### config.mk
export PLATFORM = sky130hd
export DESIGN_NAME = biquad_iir_filter_top
export DESIGN_NICKNAME = d
export VERILOG_FILES = /design/src/hw/rtl/biq_pkg.sv /design/src/hw/rtl/biq_regs.sv /design/src/hw/rtl/biq_ctrl.sv /design/src/hw/rtl/biq_dp.sv /design/src/hw/rtl/biquad_iir_filter_top.sv
export SDC_FILE = /design/constraint.sdc
export NUM_CORES = 2
export LEC_CHECK = 0
export BUFFER_PORTS_ARGS = -buffer_cell sky130_fd_sc_hd__buf_2
export CAP_MARGIN = 15
export CORE_UTILIZATION = 40
export CTS_BUF_LIST = sky130_fd_sc_hd__clkbuf_16
export CTS_CLUSTER_SIZE = 8
export DETAILED_ROUTE_END_ITERATION = 8
export PLACE_DENSITY = 0.55
export SYNTH_ARGS = -nofsm -noshare
export SYNTH_HDL_FRONTEND = slang
export SYNTH_SLANG_ARGS = --single-unit
### constraint.sdc
create_clock -name aclk -period 30.1 [get_ports aclk]
set_clock_uncertainty 0.15 [all_clocks]
set_input_delay 0 -clock aclk [delete_from_list [all_inputs] [get_ports aclk]]
set_output_delay 0 -clock aclk [all_outputs]
set_load 0.005 [all_outputs]
### src/hw/rtl/biq_pkg.sv
// ----------------------------------------------------------------------------
// biq_pkg
// Widths, codes and shared types of the biquad section.
// ----------------------------------------------------------------------------
package biq_pkg;

    localparam int SAMPLE_BITS   = 24;
    localparam int COEF_BITS     = 18;
    localparam int COEF_FRAC     = COEF_BITS - 2;
    localparam int W_BITS        = 32;
    localparam int PROD_BITS     = COEF_BITS + W_BITS;
    localparam int ACC_BITS      = PROD_BITS + 2;
    localparam int SH_BITS       = ACC_BITS - COEF_FRAC;
    localparam int CFG_ADDR_BITS = 3;

    // register indexes
    localparam logic [CFG_ADDR_BITS-1:0] REG_FF0 = CFG_ADDR_BITS'(0);
    localparam logic [CFG_ADDR_BITS-1:0] REG_FF1 = CFG_ADDR_BITS'(1);
    localparam logic [CFG_ADDR_BITS-1:0] REG_FF2 = CFG_ADDR_BITS'(2);
    localparam logic [CFG_ADDR_BITS-1:0] REG_FB1 = CFG_ADDR_BITS'(3);
    localparam logic [CFG_ADDR_BITS-1:0] REG_FB2 = CFG_ADDR_BITS'(4);

    // 1.0 in Q2.(COEF_BITS-2)
    localparam logic [COEF_BITS-1:0] COEF_ONE = COEF_BITS'(1) << COEF_FRAC;

    typedef enum logic [2:0] {
        ST_IDLE,
        ST_FB1,
        ST_FB2,
        ST_WSAT,
        ST_FF0,
        ST_FF1,
        ST_FF2,
        ST_OUT
    } biq_state_t;

    typedef enum logic [2:0] {
        MUL_FB1,
        MUL_FB2,
        MUL_FF0,
        MUL_FF1,
        MUL_FF2
    } biq_mul_sel_t;

    typedef enum logic [1:0] {
        ACC_HOLD,
        ACC_ADD,
        ACC_SUB
    } biq_acc_op_t;

    typedef struct packed {
        logic         take_in;   // load acc with x plus rounding half
        logic         mul_en;    // capture a product
        biq_mul_sel_t mul_sel;
        biq_acc_op_t  acc_op;
        logic         acc_half;  // restart acc at rounding half
        logic         w_load;    // capture saturated w
        logic         out_load;  // capture saturated y, shift delays
    } biq_cmd_t;

    typedef struct packed {
        logic signed [COEF_BITS-1:0] ff0;
        logic signed [COEF_BITS-1:0] ff1;
        logic signed [COEF_BITS-1:0] ff2;
        logic signed [COEF_BITS-1:0] fb1;
        logic signed [COEF_BITS-1:0] fb2;
    } biq_coef_t;

endpackage

### src/hw/rtl/biq_regs.sv
// ----------------------------------------------------------------------------
// biq_regs
// Coefficient register file, written through the plain config port.
// ----------------------------------------------------------------------------
module biq_regs (
    input  logic                             aclk,
    input  logic                             aresetn,
    input  logic                             cfg_we,
    input  logic [biq_pkg::CFG_ADDR_BITS-1:0] cfg_addr,
    input  logic [biq_pkg::COEF_BITS-1:0]    cfg_wdata,
    output biq_pkg::biq_coef_t               coef
);
    import biq_pkg::*;

    biq_coef_t coef_reg, coef_next;

    always_comb begin
        coef_next = coef_reg;
        if (cfg_we) begin
            case (cfg_addr)
                REG_FF0: coef_next.ff0 = cfg_wdata;
                REG_FF1: coef_next.ff1 = cfg_wdata;
                REG_FF2: coef_next.ff2 = cfg_wdata;
                REG_FB1: coef_next.fb1 = cfg_wdata;
                REG_FB2: coef_next.fb2 = cfg_wdata;
                default: coef_next = coef_reg;   // unknown index ignored
            endcase
        end
    end

    always_ff @(posedge aclk) begin
        if (!aresetn) begin
            coef_reg.ff0 <= COEF_ONE;
            coef_reg.ff1 <= '0;
            coef_reg.ff2 <= '0;
            coef_reg.fb1 <= '0;
            coef_reg.fb2 <= '0;
        end else begin
            coef_reg <= coef_next;
        end
    end

    assign coef = coef_reg;

endmodule

### src/hw/rtl/biq_ctrl.sv
// ----------------------------------------------------------------------------
// biq_ctrl
// Sequencer for the shared multiply-accumulate, plus output valid.
// ----------------------------------------------------------------------------
module biq_ctrl (
    input  logic              aclk,
    input  logic              aresetn,
    input  logic              s_valid,
    output logic              s_ready,
    output logic              m_valid,
    input  logic              m_ready,
    output biq_pkg::biq_cmd_t cmd
);
    import biq_pkg::*;

    biq_state_t state_reg, state_next;
    logic       out_valid_reg, out_valid_next;
    logic       out_free;

    assign out_free = !out_valid_reg || m_ready;

    always_comb begin
        state_next = state_reg;
        case (state_reg)
            ST_IDLE: if (s_valid) state_next = ST_FB1;
            ST_FB1:  state_next = ST_FB2;
            ST_FB2:  state_next = ST_WSAT;
            ST_WSAT: state_next = ST_FF0;
            ST_FF0:  state_next = ST_FF1;
            ST_FF1:  state_next = ST_FF2;
            ST_FF2:  state_next = ST_OUT;
            ST_OUT:  if (out_free) state_next = ST_IDLE;
            default: state_next = ST_IDLE;
        endcase
    end

    always_comb begin
        cmd         = '0;
        cmd.mul_sel = MUL_FF0;
        cmd.acc_op  = ACC_HOLD;
        s_ready     = 1'b0;
        case (state_reg)
            ST_IDLE: begin
                // no request is taken while reset is held
                s_ready     = aresetn;
                cmd.take_in = s_valid;
            end
            ST_FB1: begin
                cmd.mul_en  = 1'b1;
                cmd.mul_sel = MUL_FB1;
            end
            ST_FB2: begin
                cmd.acc_op  = ACC_SUB;
                cmd.mul_en  = 1'b1;
                cmd.mul_sel = MUL_FB2;
            end
            ST_WSAT: begin
                cmd.acc_op   = ACC_SUB;
                cmd.w_load   = 1'b1;
                cmd.acc_half = 1'b1;
            end
            ST_FF0: begin
                cmd.mul_en  = 1'b1;
                cmd.mul_sel = MUL_FF0;
            end
            ST_FF1: begin
                cmd.acc_op  = ACC_ADD;
                cmd.mul_en  = 1'b1;
                cmd.mul_sel = MUL_FF1;
            end
            ST_FF2: begin
                cmd.acc_op  = ACC_ADD;
                cmd.mul_en  = 1'b1;
                cmd.mul_sel = MUL_FF2;
            end
            ST_OUT: begin
                // hold the sum until the output register frees up
                if (out_free) begin
                    cmd.acc_op   = ACC_ADD;
                    cmd.out_load = 1'b1;
                end
            end
            default: begin
                cmd = '0;
            end
        endcase
    end

    always_comb begin
        out_valid_next = out_valid_reg;
        if (cmd.out_load) begin
            out_valid_next = 1'b1;
        end else if (m_ready) begin
            out_valid_next = 1'b0;
        end
    end

    always_ff @(posedge aclk) begin
        if (!aresetn) begin
            state_reg     <= ST_IDLE;
            out_valid_reg <= 1'b0;
        end else begin
            state_reg     <= state_next;
            out_valid_reg <= out_valid_next;
        end
    end

    assign m_valid = out_valid_reg;

endmodule

### src/hw/rtl/biq_dp.sv
// ----------------------------------------------------------------------------
// biq_dp
// Shared multiplier, accumulator, delay line and output register.
// ----------------------------------------------------------------------------
module biq_dp (
    input  logic                                 aclk,
    input  logic                                 aresetn,
    input  biq_pkg::biq_cmd_t                    cmd,
    input  biq_pkg::biq_coef_t                   coef,
    input  logic signed [biq_pkg::SAMPLE_BITS-1:0] s_sample_in,
    input  logic                                 s_block_end,
    output logic signed [biq_pkg::SAMPLE_BITS-1:0] m_sample_out,
    output logic                                 m_block_end_out
);
    import biq_pkg::*;

    localparam int ACC_EXT = ACC_BITS - PROD_BITS;
    localparam int X_EXT   = ACC_BITS - SAMPLE_BITS - COEF_FRAC;
    localparam logic signed [ACC_BITS-1:0] ACC_HALF = ACC_BITS'(1) << (COEF_FRAC - 1);
    localparam logic signed [W_BITS-1:0] W_MAX = {1'b0, {(W_BITS-1){1'b1}}};
    localparam logic signed [W_BITS-1:0] W_MIN = {1'b1, {(W_BITS-1){1'b0}}};
    localparam logic signed [SAMPLE_BITS-1:0] Y_MAX = {1'b0, {(SAMPLE_BITS-1){1'b1}}};
    localparam logic signed [SAMPLE_BITS-1:0] Y_MIN = {1'b1, {(SAMPLE_BITS-1){1'b0}}};

    logic signed [ACC_BITS-1:0]    acc_reg, acc_next, acc_sum, prod_ext, x_term;
    logic signed [PROD_BITS-1:0]   prod_reg;
    logic signed [COEF_BITS-1:0]   coef_mux;
    logic signed [W_BITS-1:0]      state_mux;
    logic signed [W_BITS-1:0]      w_reg, d1_reg, d2_reg;
    logic signed [SAMPLE_BITS-1:0] y_reg;
    logic                          end_in_reg, end_out_reg;
    logic signed [SH_BITS-1:0]     acc_sh;
    logic signed [W_BITS-1:0]      w_sat;
    logic signed [SAMPLE_BITS-1:0] y_sat;

    // operand select
    always_comb begin
        case (cmd.mul_sel)
            MUL_FB1: begin coef_mux = coef.fb1; state_mux = d1_reg; end
            MUL_FB2: begin coef_mux = coef.fb2; state_mux = d2_reg; end
            MUL_FF0: begin coef_mux = coef.ff0; state_mux = w_reg;  end
            MUL_FF1: begin coef_mux = coef.ff1; state_mux = d1_reg; end
            MUL_FF2: begin coef_mux = coef.ff2; state_mux = d2_reg; end
            default: begin coef_mux = coef.ff0; state_mux = w_reg;  end
        endcase
    end

    assign prod_ext = {{ACC_EXT{prod_reg[PROD_BITS-1]}}, prod_reg};
    assign x_term   = {{X_EXT{s_sample_in[SAMPLE_BITS-1]}}, s_sample_in,
                       {COEF_FRAC{1'b0}}};

    always_comb begin
        case (cmd.acc_op)
            ACC_ADD: acc_sum = acc_reg + prod_ext;
            ACC_SUB: acc_sum = acc_reg - prod_ext;
            default: acc_sum = acc_reg;
        endcase
    end

    always_comb begin
        if (cmd.take_in) begin
            acc_next = x_term + ACC_HALF;
        end else if (cmd.acc_half) begin
            acc_next = ACC_HALF;
        end else begin
            acc_next = acc_sum;
        end
    end

    // floor to sample scale: half was pre-added, so this is round half up
    assign acc_sh = acc_sum[ACC_BITS-1:COEF_FRAC];

    always_comb begin
        if (acc_sh[SH_BITS-1:W_BITS-1] == {(SH_BITS-W_BITS+1){acc_sh[SH_BITS-1]}}) begin
            w_sat = acc_sh[W_BITS-1:0];
        end else begin
            w_sat = acc_sh[SH_BITS-1] ? W_MIN : W_MAX;
        end
    end

    always_comb begin
        if (acc_sh[SH_BITS-1:SAMPLE_BITS-1] ==
            {(SH_BITS-SAMPLE_BITS+1){acc_sh[SH_BITS-1]}}) begin
            y_sat = acc_sh[SAMPLE_BITS-1:0];
        end else begin
            y_sat = acc_sh[SH_BITS-1] ? Y_MIN : Y_MAX;
        end
    end

    // delay line
    always_ff @(posedge aclk) begin
        if (!aresetn) begin
            d1_reg <= '0;
            d2_reg <= '0;
        end else if (cmd.out_load) begin
            d2_reg <= d1_reg;
            d1_reg <= w_reg;
        end
    end

    // payload registers
    always_ff @(posedge aclk) begin
        if (cmd.mul_en) begin
            prod_reg <= coef_mux * state_mux;
        end
        acc_reg <= acc_next;
        if (cmd.w_load) begin
            w_reg <= w_sat;
        end
        if (cmd.take_in) begin
            end_in_reg <= s_block_end;
        end
        if (cmd.out_load) begin
            y_reg       <= y_sat;
            end_out_reg <= end_in_reg;
        end
    end

    assign m_sample_out    = y_reg;
    assign m_block_end_out = end_out_reg;

endmodule

### src/hw/rtl/biquad_iir_filter_top.sv
// ----------------------------------------------------------------------------
// biquad_iir_filter_top
// One direct-form-II biquad section on fixed-point audio samples.
// ----------------------------------------------------------------------------
// Usage:
//  - Input channel s_*: one request carries a Q1.23 sample and an
//    end-of-buffer flag; taken when s_valid and s_ready are both high.
//  - Output channel m_*: one request per input, the saturated Q1.23
//    result and a copy of the flag; taken when m_valid and m_ready are high.
//  - Config port: cfg_we writes cfg_wdata into coefficient cfg_addr
//    (0 ff0, 1 ff1, 2 ff2, 3 fb1, 4 fb2; other indexes are ignored).
//    Write only while no request is in flight.
//  - A taken request steps FB1, FB2, WSAT, FF0, FF1, FF2, then OUT sets m_valid.
//  - One sample at a time: the single shared 18x32 multiplier does five
//    products per sample in sequence before the next sample is taken.
//  - s_ready is high only in the idle state; the next sample is taken while
//    a finished result still waits in the output register.
//  - Receiver stall: the sequencer holds its last step until the output
//    register frees up; the state and the result are kept, nothing is lost.
//  - Reset (aresetn low, synchronous): s_ready is held low; coefficients go to
//    ff0 = 1.0, the rest 0; the delay line is cleared; no output request pending.
//  - block_end is only passed through; the delay line is never cleared by it.
// ----------------------------------------------------------------------------
module biquad_iir_filter_top (
    input  logic                                 aclk,
    input  logic                                 aresetn,
    // configuration
    input  logic                                 cfg_we,
    input  logic [biq_pkg::CFG_ADDR_BITS-1:0]    cfg_addr,
    input  logic [biq_pkg::COEF_BITS-1:0]        cfg_wdata,
    // input samples
    input  logic                                 s_valid,
    output logic                                 s_ready,
    input  logic signed [biq_pkg::SAMPLE_BITS-1:0] s_sample_in,
    input  logic                                 s_block_end,
    // filtered samples
    output logic                                 m_valid,
    input  logic                                 m_ready,
    output logic signed [biq_pkg::SAMPLE_BITS-1:0] m_sample_out,
    output logic                                 m_block_end_out
);
    import biq_pkg::*;

    biq_cmd_t  cmd;    // sequencer -> datapath
    biq_coef_t coef;   // register file -> datapath

    // coefficient registers
    biq_regs u_regs (
        .aclk      (aclk),
        .aresetn   (aresetn),
        .cfg_we    (cfg_we),
        .cfg_addr  (cfg_addr),
        .cfg_wdata (cfg_wdata),
        .coef      (coef)
    );

    // sequencer: feedback MACs, w saturation, feedforward MACs, output
    biq_ctrl u_ctrl (
        .aclk    (aclk),
        .aresetn (aresetn),
        .s_valid (s_valid),
        .s_ready (s_ready),
        .m_valid (m_valid),
        .m_ready (m_ready),
        .cmd     (cmd)
    );

    // multiplier, accumulator, delay line, output register
    biq_dp u_dp (
        .aclk            (aclk),
        .aresetn         (aresetn),
        .cmd             (cmd),
        .coef            (coef),
        .s_sample_in     (s_sample_in),
        .s_block_end     (s_block_end),
        .m_sample_out    (m_sample_out),
        .m_block_end_out (m_block_end_out)
    );

endmodule

==> results.json <==
{
  "synth_seq_cells": 318,
  "dr_wl_met2_mm": 54.2,
  "clockBufferDepth": 3,
  "via_per_inst": 5.34,
  "reg2reg_depth": 27,
  "tns_ns": 0,
  "drv_cap": 0,
  "coreArea_mm2": 0.0903,
  "layout-drive-gt1-share_pct": 6.56,
  "syn_area_per_cell_um2": 8.61,
  "grt.total_usage_pct": 25.2,
  "clock_latency_ns": 0.61,
  "grt_max_degree": 94,
  "dieArea_mm2": 0.0927,
  "clk_pin_slew_worst_paths_ns": 0.05,
  "gp_congestion": 0.936,
  "holdPathEnd": "u_dp.acc_reg[32]$_DFF_P_",
  "grt_pass1_wl_mm": 178,
  "die_h_um": 304,
  "htreeDepth": 2,
  "synthDistinctLibCells": 90,
  "clock.fmax_mhz": 96.5,
  "cts_resized": 0,
  "start_kind": "flip-flop",
  "io_pins": 78,
  "required_ns": 30.28,
  "crit_top_cell": "fa_1",
  "async_flop_share_pct": 0,
  "synth.most_common_cell": "nand2_1",
  "vias": 29300,
  "maxSlewHeadroom_pct": 19.1,
  "ys_warn_count": 0,
  "regToRegEndpoint": "u_dp.prod_reg[46]$_DFFE_PN_",
  "rsz0062_at_grt": "no",
  "stdcell_area_mm2": 0.0402,
  "wl_met1_mm": 51.3,
  "slew_viol_final": 0,
  "synth_fp_nets": 5032,
  "cp_data_arrival_time_ns": 10.55,
  "netlist.area_leader.share_pct": 30.3,
  "worstMarginPinSlew_ns": 1.21,
  "timing.rr.start": "u_ctrl.state_reg[0]$_SDFFE_PN0P_",
  "netlist_instances": 4250,
  "r2r_setup_slack_ns": 19.73,
  "dr.pass1.iters": 9,
  "clock_sinks": 318,
  "critPathMaxFanout": 36,
  "worst_hold_slack_ns": 0.0357,
  "placed_area_mm2": 0.0382,
  "status": "finished, final reports clean",
  "synth_edf_count": 124,
  "wl_per_cell_um": 21.1,
  "start_util_pct": 40.5,
  "hp-start": "s_sample_in[16]",
  "syn_area_mm2": 0.0366,
  "hpwlAfterDp_mm": 89.9,
  "first_global_vias": 29800,
  "synth_area_leader_cell": "fa_1",
  "wirelength_mm": 116,
  "wl_met3_mm": 6.54,
  "tritoncts": "done",
  "crit_type": "flip-flop to flip-flop",
  "die_w_um": 304,
  "holdPathStages": 4,
  "ys.flop_type": "dfxtp_1",
  "cp-end-kind": "flip-flop",
  "port_buffers": 77,
  "slowest_stage": "o21a_1",
  "final_nets": 5073,
  "drtAntennaViolNets": 0,
  "yosys-top-cells-area": "fa_1 (30%), dfxtp_1 (11%), edfxtp_1 (10%)",
  "min_period_ns": 10.37,
  "overflow": 0,
  "setup_viol": 0,
  "seq_area_frac_synth_pct": 20.8,
  "antenna_found_initial": 1,
  "cts-buffers-inserted": 46,
  "syn_to_final_growth_pct": 10.0,
  "top_layer_used": "met4",
  "hold_viol": 0,
  "drtIter0Drc": 2158,
  "period_share_pct": 34.4,
  "synth_common_cells": "nand2_1 (791), inv_1 (638), fa_1 (554), nor2_1 (379), a21oi_1 (216)",
  "worstHoldPathType": "primary input to flip-flop",
  "std_cell_rows": 110,
  "slowest_delay_ns": 0.87,
  "diodes": 0,
  "drc_errors": 0,
  "largest_register_ffs": 90,
  "cts_root_buf": "clkbuf_16"
}
per-layer routing:
metal  vias up  global-route usage, %
met4         0                   8.27
met2       905                   41.6
li1      13600                      -
met5         -                      0
met3       166                   3.09
met1     14700                   34.1
placed cells by master (no fill, tap or decap), types with 28 or more instances in the layout:
| master | n |
|---|---|
| a21boi_0 | 95 |
| a21o_1 | 65 |
| a21oi_1 | 205 |
| a21oi_2 | 39 |
| a22oi_1 | 33 |
| and2_1 | 32 |
| buf_2 | 77 |
| buf_4 | 59 |
| clkbuf_16 | 46 |
| dfxtp_1 | 194 |
| dlygate4sd3_1 | 75 |
| edfxtp_1 | 124 |
| fa_1 | 554 |
| ha_1 | 176 |
| inv_1 | 654 |
| nand2_1 | 791 |
| nand3_1 | 46 |
| nor2_1 | 375 |
| nor2b_1 | 28 |
| nor3_1 | 30 |
| o21a_1 | 28 |
| o21ai_0 | 131 |
| xnor2_1 | 92 |
| xor2_1 | 43 |
logic make-up (layout without fill, tap and decap cells):
logic type | Yosys count | count (layout) | share of synthesized area [%]
simple gates | 1424 | 1424 | 16.4
buf+inv | 857 | 921 | 9.04
compound gates | 773 | 773 | 13.8
fa+ha+maj | 731 | 731 | 36.4
flops | 318 | 318 | 20.8
xor+xnor | 136 | 136 | 3.31
mux | 11 | 11 | 0.308
what timing repair did:
| item | CTS | global route |
|---|---|---|
| buffers inserted | 0 | 0 |
| endpoints found under the hold margin | 132 | 0 |
| hold buffers | 75 | 0 |
how the worst max path moves through the flow:
stage                                          start                           to  slack [ns]
global placement    u_ctrl.state_reg[2]$_SDFFE_PN0P_  u_dp.prod_reg[46]$_DFFE_PN_       19.89
global route        u_ctrl.state_reg[0]$_SDFFE_PN0P_  u_dp.prod_reg[46]$_DFFE_PN_       19.08
floorplan           u_ctrl.state_reg[1]$_SDFFE_PN0P_  u_dp.prod_reg[47]$_DFFE_PN_       20.64
finish              u_ctrl.state_reg[0]$_SDFFE_PN0P_  u_dp.prod_reg[46]$_DFFE_PN_       19.73
detailed placement  u_ctrl.state_reg[0]$_SDFFE_PN0P_  u_dp.prod_reg[46]$_DFFE_PN_       19.75
CTS                 u_ctrl.state_reg[0]$_SDFFE_PN0P_  u_dp.prod_reg[46]$_DFFE_PN_       19.75
critical path, delay by kind of cell (launching register included):
family	cells	cell delay (ns)
xor+xnor	1	0.10
flops	1	0.36
simple gates	7	2.31
compound gates	8	2.72
fa+ha+maj	8	3.81
buf+inv	3	0.64
stage by stage:
| stage | setup WS, ns | cells | util, % |
|---|---|---|---|
| 2_1_floorplan | 20.64 | 4250 | - |
| 3_3_place_gp | 19.89 | 5343 | 42.3 |
| 3_5_place_dp | 19.75 | 5344 | 42.3 |
| 4_1_cts | 19.75 | 5490 | 44.6 |
| 5_1_grt | 19.08 | 5490 | 44.6 |
| 6_report | 19.73 | 5490 | 44.6 |
final cells by class:
type	instances	area [µm²]
Fill cell	8988	50000
Multi-Input combinational cell	3075	25900
Sequential cell	318	7610
Inverter	639	2400
Timing Repair Buffer	211	1580
Tap cell	1176	1470
Clock buffer	46	1150
Clock inverter	25	148
Power is left out: the tool's default activity adds up to more than one toggle a clock period on the data nets, which glitch-free logic cannot reach.
